$ cat src/hw/rtl/vabe_pkg.sv
package vabe_pkg;

	// Item kinds carried on the input tuser
	typedef enum logic [1:0] {
		KIND_DRAW   = 2'd0,
		KIND_MOVE   = 2'd1,
		KIND_FORGET = 2'd2,
		KIND_UNUSED = 2'd3
	} kind_t;

	// Byte slots in send order
	localparam int SLOT_GS    = 0;
	localparam int SLOT_HI_Y  = 1;
	localparam int SLOT_EXTRA = 2;
	localparam int SLOT_LO_Y  = 3;
	localparam int SLOT_HI_X  = 4;
	localparam int SLOT_LO_X  = 5;
	localparam int NUM_SLOTS  = 6;

	localparam logic [7:0] BYTE_GS   = 8'o035;
	localparam logic [7:0] BYTE_NUL  = 8'h00;
	localparam logic [7:0] TAG_HI    = 8'o040;
	localparam logic [7:0] TAG_LOY   = 8'o140;
	localparam logic [7:0] TAG_LOX   = 8'o100;

	localparam logic [9:0]  SCALE_MUL = 10'd780;
	localparam logic [11:0] BIAS_FLIP = 12'h800;

	// One point's worth of bytes to send
	typedef struct packed {
		logic [NUM_SLOTS-1:0] mask;
		logic [4:0]           hi_y;
		logic [3:0]           extra;
		logic [4:0]           lo_y;
		logic [4:0]           hi_x;
		logic [4:0]           lo_x;
		logic [2:0]           pad;
	} desc_t;

	// (v + 2048) * 780 / 1024, truncated
	function automatic logic [11:0] scale_coord(input logic [11:0] raw);
		logic [21:0] prod;
		prod = 22'(raw ^ BIAS_FLIP) * 22'(SCALE_MUL);
		return prod[21:10];
	endfunction

	// Distance between high parts; an unknown previous value counts as -1
	function automatic logic [5:0] hi_dist(input logic [4:0] cur, input logic [4:0] prev,
			input logic known);
		logic [5:0] d;
		if (!known) begin
			d = 6'(cur) + 6'd1;
		end else if (cur > prev) begin
			d = 6'(cur - prev);
		end else begin
			d = 6'(prev - cur);
		end
		return d;
	endfunction

endpackage

$ cat src/hw/rtl/vabe_front.sv
module vabe_front (
	input  logic                 clk,
	input  logic                 arst_n,
	input  logic                 s_axis_tvalid,
	output logic                 s_axis_tready,
	input  logic [23:0]          s_axis_tdata,
	input  logic [1:0]           s_axis_tuser,
	output logic                 push_valid,
	input  logic                 push_ready,
	output vabe_pkg::desc_t      push_desc
);

	logic                  valid_s1;
	vabe_pkg::kind_t       kind_s1;
	logic [11:0]           sx_s1;
	logic [11:0]           sy_s1;

	logic [4:0]            prev_hi_y_q;
	logic [4:0]            prev_hi_x_q;
	logic [4:0]            prev_lo_y_q;
	logic [3:0]            prev_extra_q;
	logic                  prev_known_q;

	logic                  is_point;
	logic                  is_forget;
	logic                  consume;
	logic                  in_accept;
	logic [4:0]            hi_x, hi_y, lo_x, lo_y;
	logic [3:0]            extra;
	logic                  chg_hi_y, chg_hi_x, chg_lo_y, chg_ext;
	logic [6:0]            dist_sum;
	logic [2:0]            pad;

	always_comb begin
		is_point  = 1'b0;
		is_forget = 1'b0;
		unique case (kind_s1)
			vabe_pkg::KIND_DRAW, vabe_pkg::KIND_MOVE: is_point = 1'b1;
			vabe_pkg::KIND_FORGET:                    is_forget = 1'b1;
			default:                                  ;
		endcase
	end

	// Retire the stage-1 item; points need room in the queue
	assign consume       = valid_s1 && (!is_point || push_ready);
	assign s_axis_tready = !valid_s1 || consume;
	assign in_accept     = s_axis_tvalid && s_axis_tready;

	always_ff @(posedge clk or negedge arst_n) begin
		if (!arst_n) begin
			valid_s1 <= 1'b0;
		end else if (s_axis_tready) begin
			valid_s1 <= s_axis_tvalid;
		end
	end

	always_ff @(posedge clk) begin
		if (in_accept) begin
			kind_s1 <= vabe_pkg::kind_t'(s_axis_tuser);
			sx_s1   <= vabe_pkg::scale_coord(s_axis_tdata[11:0]);
			sy_s1   <= vabe_pkg::scale_coord(s_axis_tdata[23:12]);
		end
	end

	// Split scaled coordinates into address fields
	assign hi_x  = sx_s1[11:7];
	assign hi_y  = sy_s1[11:7];
	assign lo_x  = sx_s1[6:2];
	assign lo_y  = sy_s1[6:2];
	assign extra = {sy_s1[1:0], sx_s1[1:0]};

	assign chg_hi_y = !prev_known_q || (hi_y != prev_hi_y_q);
	assign chg_hi_x = !prev_known_q || (hi_x != prev_hi_x_q);
	assign chg_lo_y = !prev_known_q || (lo_y != prev_lo_y_q);
	assign chg_ext  = !prev_known_q || (extra != prev_extra_q);

	assign dist_sum = 7'(vabe_pkg::hi_dist(hi_x, prev_hi_x_q, prev_known_q))
		+ 7'(vabe_pkg::hi_dist(hi_y, prev_hi_y_q, prev_known_q)) + 7'd6;

	// Divide by twelve; the sum never exceeds 56
	always_comb begin
		if (dist_sum >= 7'd48) begin
			pad = 3'd4;
		end else if (dist_sum >= 7'd36) begin
			pad = 3'd3;
		end else if (dist_sum >= 7'd24) begin
			pad = 3'd2;
		end else if (dist_sum >= 7'd12) begin
			pad = 3'd1;
		end else begin
			pad = 3'd0;
		end
	end

	always_comb begin
		push_desc = '0;
		push_desc.mask[vabe_pkg::SLOT_GS]    = (kind_s1 == vabe_pkg::KIND_MOVE);
		push_desc.mask[vabe_pkg::SLOT_HI_Y]  = chg_hi_y;
		push_desc.mask[vabe_pkg::SLOT_EXTRA] = chg_ext;
		push_desc.mask[vabe_pkg::SLOT_LO_Y]  = chg_hi_x || chg_ext || chg_lo_y;
		push_desc.mask[vabe_pkg::SLOT_HI_X]  = chg_hi_x;
		push_desc.mask[vabe_pkg::SLOT_LO_X]  = 1'b1;
		push_desc.hi_y  = hi_y;
		push_desc.extra = extra;
		push_desc.lo_y  = lo_y;
		push_desc.hi_x  = hi_x;
		push_desc.lo_x  = lo_x;
		push_desc.pad   = pad;
	end

	assign push_valid = valid_s1 && is_point;

	always_ff @(posedge clk or negedge arst_n) begin
		if (!arst_n) begin
			prev_known_q <= 1'b0;
			prev_hi_y_q  <= '0;
			prev_hi_x_q  <= '0;
			prev_lo_y_q  <= '0;
			prev_extra_q <= '0;
		end else if (consume) begin
			if (is_point) begin
				prev_known_q <= 1'b1;
				prev_hi_y_q  <= hi_y;
				prev_hi_x_q  <= hi_x;
				prev_lo_y_q  <= lo_y;
				prev_extra_q <= extra;
			end else if (is_forget) begin
				prev_known_q <= 1'b0;
			end
		end
	end

endmodule

$ cat src/hw/rtl/vabe_fifo.sv
module vabe_fifo #(
	parameter int DEPTH = 4
) (
	input  logic            clk,
	input  logic            arst_n,
	input  logic            push_valid,
	output logic            push_ready,
	input  vabe_pkg::desc_t push_desc,
	output logic            head_valid,
	input  logic            pop,
	output vabe_pkg::desc_t head_desc
);

	localparam int PW = (DEPTH > 1) ? $clog2(DEPTH) : 1;
	localparam int CW = $clog2(DEPTH + 1);

	vabe_pkg::desc_t entries_q [DEPTH];
	logic [PW-1:0]   wr_ptr_q, rd_ptr_q;
	logic [CW-1:0]   count_q;
	logic            do_push, do_pop;

	assign push_ready = (count_q != CW'(DEPTH));
	assign head_valid = (count_q != '0);
	assign head_desc  = entries_q[rd_ptr_q];
	assign do_push    = push_valid && push_ready;
	assign do_pop     = pop && head_valid;

	always_ff @(posedge clk) begin
		if (do_push) begin
			entries_q[wr_ptr_q] <= push_desc;
		end
	end

	always_ff @(posedge clk or negedge arst_n) begin
		if (!arst_n) begin
			wr_ptr_q <= '0;
			rd_ptr_q <= '0;
			count_q  <= '0;
		end else begin
			if (do_push) begin
				wr_ptr_q <= (wr_ptr_q == PW'(DEPTH - 1)) ? '0 : wr_ptr_q + 1'b1;
			end
			if (do_pop) begin
				rd_ptr_q <= (rd_ptr_q == PW'(DEPTH - 1)) ? '0 : rd_ptr_q + 1'b1;
			end
			if (do_push && !do_pop) begin
				count_q <= count_q + 1'b1;
			end else if (do_pop && !do_push) begin
				count_q <= count_q - 1'b1;
			end
		end
	end

endmodule

$ cat src/hw/rtl/vabe_back.sv
module vabe_back (
	input  logic            clk,
	input  logic            arst_n,
	input  logic            head_valid,
	input  vabe_pkg::desc_t head_desc,
	output logic            pop,
	output logic            m_axis_tvalid,
	input  logic            m_axis_tready,
	output logic [7:0]      m_axis_tdata,
	output logic            m_axis_tlast
);

	logic                  cur_valid_q;
	vabe_pkg::desc_t       cur_q;
	logic                  out_valid_q;
	logic [7:0]            out_byte_q;
	logic                  out_last_q;

	logic                  out_free, emit, done;
	logic [7:0]            sel_byte;
	logic [vabe_pkg::NUM_SLOTS-1:0] mask_next;
	logic [2:0]            pad_next;

	assign out_free = !out_valid_q || m_axis_tready;
	assign emit     = cur_valid_q && out_free;

	// Send the lowest pending slot, then the NUL padding
	always_comb begin
		mask_next = cur_q.mask & (cur_q.mask - 1'b1);
		pad_next  = cur_q.pad;
		if (cur_q.mask[vabe_pkg::SLOT_GS]) begin
			sel_byte = vabe_pkg::BYTE_GS;
		end else if (cur_q.mask[vabe_pkg::SLOT_HI_Y]) begin
			sel_byte = vabe_pkg::TAG_HI | 8'(cur_q.hi_y);
		end else if (cur_q.mask[vabe_pkg::SLOT_EXTRA]) begin
			sel_byte = vabe_pkg::TAG_LOY | 8'(cur_q.extra);
		end else if (cur_q.mask[vabe_pkg::SLOT_LO_Y]) begin
			sel_byte = vabe_pkg::TAG_LOY | 8'(cur_q.lo_y);
		end else if (cur_q.mask[vabe_pkg::SLOT_HI_X]) begin
			sel_byte = vabe_pkg::TAG_HI | 8'(cur_q.hi_x);
		end else if (cur_q.mask[vabe_pkg::SLOT_LO_X]) begin
			sel_byte = vabe_pkg::TAG_LOX | 8'(cur_q.lo_x);
		end else begin
			sel_byte = vabe_pkg::BYTE_NUL;
			pad_next = cur_q.pad - 3'd1;
		end
	end

	assign done = (mask_next == '0) && (pad_next == '0);
	assign pop  = head_valid && (!cur_valid_q || (emit && done));

	always_ff @(posedge clk or negedge arst_n) begin
		if (!arst_n) begin
			cur_valid_q <= 1'b0;
		end else if (pop) begin
			cur_valid_q <= 1'b1;
		end else if (emit && done) begin
			cur_valid_q <= 1'b0;
		end
	end

	always_ff @(posedge clk) begin
		if (pop) begin
			cur_q <= head_desc;
		end else if (emit) begin
			cur_q.mask <= mask_next;
			cur_q.pad  <= pad_next;
		end
	end

	always_ff @(posedge clk or negedge arst_n) begin
		if (!arst_n) begin
			out_valid_q <= 1'b0;
		end else if (out_free) begin
			out_valid_q <= emit;
		end
	end

	always_ff @(posedge clk) begin
		if (emit) begin
			out_byte_q <= sel_byte;
			out_last_q <= done;
		end
	end

	assign m_axis_tvalid = out_valid_q;
	assign m_axis_tdata  = out_byte_q;
	assign m_axis_tlast  = out_last_q;

endmodule

$ cat src/hw/rtl/vector_address_byte_encoder.sv
// Vector address byte encoder: turns signed 12-bit screen points into the
// byte stream of a 12-bit terminal vector address.
// Input channel s_axis: one beat per point. tuser holds the kind (draw,
// move with dark-vector prefix, forget the last address); tdata holds
// x_coord in bits 11:0 and y_coord in bits 23:12, both two's complement.
// Output channel m_axis: one byte per beat, tlast high on the final byte
// caused by a point. A point yields one to ten bytes; forget and unused
// kinds yield none.
// Path: a point's input beat loads the scale stage; the point is then
// written into the queue, loaded into the byte sequencer and put in
// the output register, from which its first byte shows on m_axis.
// Throughput: the byte sequencer sends one byte per cycle while the
// receiver does not stall; the input side takes a beat every cycle
// while the queue has room.
// Reset clears the pipeline, the queue and the known-address flag, so the
// first point after reset sends every field. When the receiver stalls,
// the output beat holds, the sequencer waits and the queue fills; once it
// is full the input stops taking beats.
module vector_address_byte_encoder #(
	parameter int QUEUE_DEPTH = 4
) (
	input  logic        clk,
	input  logic        arst_n,
	input  logic        s_axis_tvalid,
	output logic        s_axis_tready,
	input  logic [23:0] s_axis_tdata,   // x_coord [11:0], y_coord [23:12]
	input  logic [1:0]  s_axis_tuser,   // kind [1:0]
	output logic        m_axis_tvalid,
	input  logic        m_axis_tready,
	output logic [7:0]  m_axis_tdata,   // out_byte [7:0]
	output logic        m_axis_tlast
);

	logic            push_valid, push_ready;
	vabe_pkg::desc_t push_desc;
	logic            head_valid, pop;
	vabe_pkg::desc_t head_desc;

	// Scale, split and compare against the last address sent
	vabe_front u_front (
		.clk           (clk),
		.arst_n        (arst_n),
		.s_axis_tvalid (s_axis_tvalid),
		.s_axis_tready (s_axis_tready),
		.s_axis_tdata  (s_axis_tdata),
		.s_axis_tuser  (s_axis_tuser),
		.push_valid    (push_valid),
		.push_ready    (push_ready),
		.push_desc     (push_desc)
	);

	// Hold classified points so each side can stall on its own
	vabe_fifo #(
		.DEPTH (QUEUE_DEPTH)
	) u_fifo (
		.clk        (clk),
		.arst_n     (arst_n),
		.push_valid (push_valid),
		.push_ready (push_ready),
		.push_desc  (push_desc),
		.head_valid (head_valid),
		.pop        (pop),
		.head_desc  (head_desc)
	);

	// Expand each point into its bytes, one beat per cycle while m_axis is ready
	vabe_back u_back (
		.clk           (clk),
		.arst_n        (arst_n),
		.head_valid    (head_valid),
		.head_desc     (head_desc),
		.pop           (pop),
		.m_axis_tvalid (m_axis_tvalid),
		.m_axis_tready (m_axis_tready),
		.m_axis_tdata  (m_axis_tdata),
		.m_axis_tlast  (m_axis_tlast)
	);

endmodule

$ cat config.mk
export PLATFORM = sky130hd
export DESIGN_NAME = vector_address_byte_encoder
export DESIGN_NICKNAME = d
export VERILOG_FILES = /design/src/hw/rtl/vabe_pkg.sv /design/src/hw/rtl/vabe_front.sv /design/src/hw/rtl/vabe_fifo.sv /design/src/hw/rtl/vabe_back.sv /design/src/hw/rtl/vector_address_byte_encoder.sv
export SDC_FILE = /design/constraint.sdc
export NUM_CORES = 1
export LEC_CHECK = 0
export ABC_AREA = 1
export BUFFER_PORTS_ARGS = -buffer_cell sky130_fd_sc_hd__buf_2
export CAP_MARGIN = 20
export CORE_AREA = 2 2 151 153
export CTS_CLUSTER_DIAMETER = 40
export DETAILED_ROUTE_END_ITERATION = 6
export DIE_AREA = 0 0 153 155
export PLACE_DENSITY = 0.77
export RECOVER_POWER = 50
export SETUP_SLACK_MARGIN = 0.4
export SLEW_MARGIN = 20
export SYNTH_ARGS = -nofsm -noshare
export SYNTH_HDL_FRONTEND = slang
export SYNTH_SLANG_ARGS = --single-unit
$ cat constraint.sdc
create_clock -name clk -period 7 [get_ports clk]
set_clock_uncertainty 0.2 [all_clocks]
set_input_delay 1.4 -clock clk [delete_from_list [all_inputs] [get_ports clk]]
set_output_delay 1.4 -clock clk [all_outputs]
set_load 0.01 [all_outputs]
==> impl_metrics.env <==
export IMPL_hold_path_end="u_front.prev_lo_y_q[4]"
export IMPL_min_period_ps=5590
export IMPL_rsz0062_at_grt="no"
export IMPL_viasPerCell=5.49
export IMPL_failed_checks="capacitance limit, slew limit"
export IMPL_synthArstFlopShare_pct=13.3
export IMPL_hp_class="reg -> reg"
export IMPL_drv_cap=4
export IMPL_slowest_stage="clkbuf_1"
export IMPL_grt_pass1_vias=8599
export IMPL_first_iter_violations=620
export IMPL_die_area_mm2=0.0237
export IMPL_yosys_most_used_dff="edfxtp_1"
export IMPL_yosysWarnings=0
export IMPL_cp_num_cells=7
export IMPL_r2r_start="u_fifo.rd_ptr_q[0]"
export IMPL_totalWireLength_um=25100
export IMPL_power_total_w=0.00630
export IMPL_finalSetupViolCount=0
export IMPL_fillCellCount=1734
export IMPL_h_tree_depth=1
export IMPL_die_y_um=155
export IMPL_power_leakage_nw=6.33
export IMPL_ys_ff_latch=225
export IMPL_reg2reg_depth=7
export IMPL_reg2reg_to="u_back.cur_q[1]"
export IMPL_ir_drop_mv=0.432
export IMPL_gp_congestion=0.904
export IMPL_tightestPinTransition_ps=2740
export IMPL_syn_cell_area_mm2=0.0131
export IMPL_syn_inst=1264
export IMPL_dr_pass1_iters=5
export IMPL_dieWidth_um=153
export IMPL_final_layout_size_suffix_gt1_share_pct=7.80
export IMPL_overflow=0
export IMPL_slowest_delay_ps=1920
export IMPL_cts_max_path_buffers=3
export IMPL_end_kind="flop"
export IMPL_cts_hold_buf=0
export IMPL_hp_start="u_front.prev_lo_y_q[4]"
export IMPL_wl_per_cell_um=15.5
export IMPL_grt_start_max_net_pins=69
export IMPL_cp_top_family="buffers and inverters"
export IMPL_cts_sinks=225
export IMPL_cts_buffers=30
export IMPL_arrival_ps=5690
export IMPL_cts_setup_buffers=0
export IMPL_route_detailed_drc=0
export IMPL_path_class="reg -> reg"
export IMPL_crit_chain="clkbuf_1 -> clkinv_1 -> clkbuf_1 -> o21ai_0 -> o22ai_1 -> nand3_1 -> nand2_1"
export IMPL_fin_setup_tns_ps=0
export IMPL_io_pins=41
export IMPL_finalMaxSlewViolations=182
export IMPL_cts_tree="yes"
export IMPL_num_rows=55
export IMPL_synthDistinctLibCells=45
export IMPL_syn_to_final_growth_pct=11.0
export IMPL_start_kind="flop"
export IMPL_grtUsageTotal_pct=21.5
export IMPL_power_density_mw_per_mm2=434
export IMPL_grt_pass1_wl_um=41800
export IMPL_cp_required_ps=7100
export IMPL_path_common_cell="clkbuf_1"
export IMPL_layout_nets=1515
export IMPL_worst_setup_hold_path_clk_slew_ps=50
export IMPL_synth_nets=1470
export IMPL_dr_total_vias=8889
export IMPL_critPathMaxFanout=68
export IMPL_outcome="finished with violations"
export IMPL_portBuffers=39
export IMPL_seq_area_frac_synth_pct=50.5
export IMPL_ant_nets=0
export IMPL_avgSynthCellArea_um2=10.3
export IMPL_post_cts_resized=0
export IMPL_min_period_over_period_pct=79.8
export IMPL_antenna_cells=0
export IMPL_insertion_delay_ps=540
export IMPL_cts_root_buffer_cell="clkbuf_16"
export IMPL_max_freq_mhz=179
export IMPL_hold_viol_final=0
export IMPL_antenna_found_initial=0
export IMPL_start_util_pct=58.8
export IMPL_hold_depth=2
export IMPL_regToRegSetupSlack_ps=1410
export IMPL_worst_path_buf_inv=3
export IMPL_timing_slew_headroom_pct=-82.6
export IMPL_synth_edf_count=195
export IMPL_dp_final_hpwl_um=18000
export IMPL_coreArea_mm2=0.0222
==> sequential cells by signal, summed over array words and instances (netlist names), 4 cells and up <==
signal,count
u_back.m_axis_tdata,7
u_front.prev_lo_y_q,5
u_front.prev_extra_q,4
u_front.sy_s1,12
u_front.prev_hi_x_q,5
u_front.prev_hi_y_q,5
u_fifo.entries_q,128
u_front.sx_s1,12
u_back.cur_q,33
==> where the power goes <==
| part | internal [W] | leakage [nW] | switching, W |
|---|---|---|---|
| Combinational | 0.000926 | 3.69 | 0.00167 |
| Clock | 0.000927 | 0.490 | 0.000580 |
| Sequential | 0.00199 | 2.15 | 0.000207 |
| Total | 0.00385 | 6.33 | 0.00246 |
==> stage by stage <==
step	instances	hold slack (ps)	setup WS (ps)	utilization, %	area [um2]
floorplan	1264	259	2410	-	13100
global placement	1562	275	2110	61.0	13600
detailed placement	1562	279	2040	61.0	13600
CTS	1618	293	2100	65.5	14600
global route	1618	323	897	65.3	14500
finish	1618	288	1410	65.3	14500
==> cell families (layout without fill, tap and decap cells) <==
family	Yosys count	in the layout	share of synthesized area, %
mux	1	1	0.0861
buf+inv	188	257	5.63
flops	225	225	50.5
other cells	1	1	0.0287
compound gates	246	246	10.3
fa+ha+maj	176	176	18.3
xor+xnor	40	40	2.68
simple gates	387	387	12.4
==> final cells by class <==
type	instances	area, um2	share of cell area [%]
multi-input cells	851	5730	39.5
well taps	285	357	2.46
repair buffers	48	235	1.62
flip-flops and latches	225	6610	45.5
clock buffers	39	795	5.47
clock inverters	17	216	1.49
inverters	153	574	3.96
==> cells in the mapped netlist (21+ instances only) <==
cell / n / area [um2]
fa_1: 26 / 521
clkbuf_1: 21 / 78.8
edfxtp_1: 195 / 5860
nand3_1: 44 / 220
o22ai_1: 31 / 194
dfrtp_1: 30 / 751
o21ai_0: 119 / 596
nor2_1: 104 / 390
ha_1: 150 / 1880
nand2_1: 199 / 747
a21oi_1: 68 / 340
inv_1: 150 / 563
==> worst register-to-register path: stages, from the launching register on <==
cell,delay (ps)
dfrtp_2,330
clkbuf_1,1920
clkinv_1,1010
clkbuf_1,980
o21ai_0,560
o22ai_1,170
nand3_1,120
nand2_1,60
==> how the worst max path moves through the flow <==
stage | start | endpoint
5_1_grt | u_fifo.rd_ptr_q[0] | u_back.cur_q[1]
2_1_floorplan | s_axis_tdata[14] | u_front.sy_s1[8]
3_5_place_dp | s_axis_tdata[2] | u_front.sx_s1[6]
4_1_cts | u_front.sx_s1[7] | u_fifo.entries_q[2][1]
6_report | u_fifo.rd_ptr_q[0] | u_back.cur_q[1]
3_3_place_gp | s_axis_tdata[5] | u_front.sx_s1[8]
==> metal layers <==
layer	part of all wire, %	wire length [um]	track usage (%)	up-vias
met5	0	0	0	-
met4	1.7	417	5.11	0
met3	4.9	1240	2.79	38
met2	48	12100	37.0	190
met1	45	11400	29.4	4207
li1	-	-	-	4454
==> layout by cell type, fill, tap and decap left out, types with 10 or more instances in the layout <==
master	n
o22ai_1	31
a21oi_1	68
xnor2_1	20
nor2_1	99
nand3_1	44
clkbuf_1	22
clkbuf_16	30
nor3_1	11
o21ai_0	119
buf_2	29
ha_1	150
nand2_1	201
nand4_1	10
dfrtp_1	29
inv_1	150
fa_1	26
xor2_1	20
edfxtp_1	195
(Power assumes the default switching activity.)
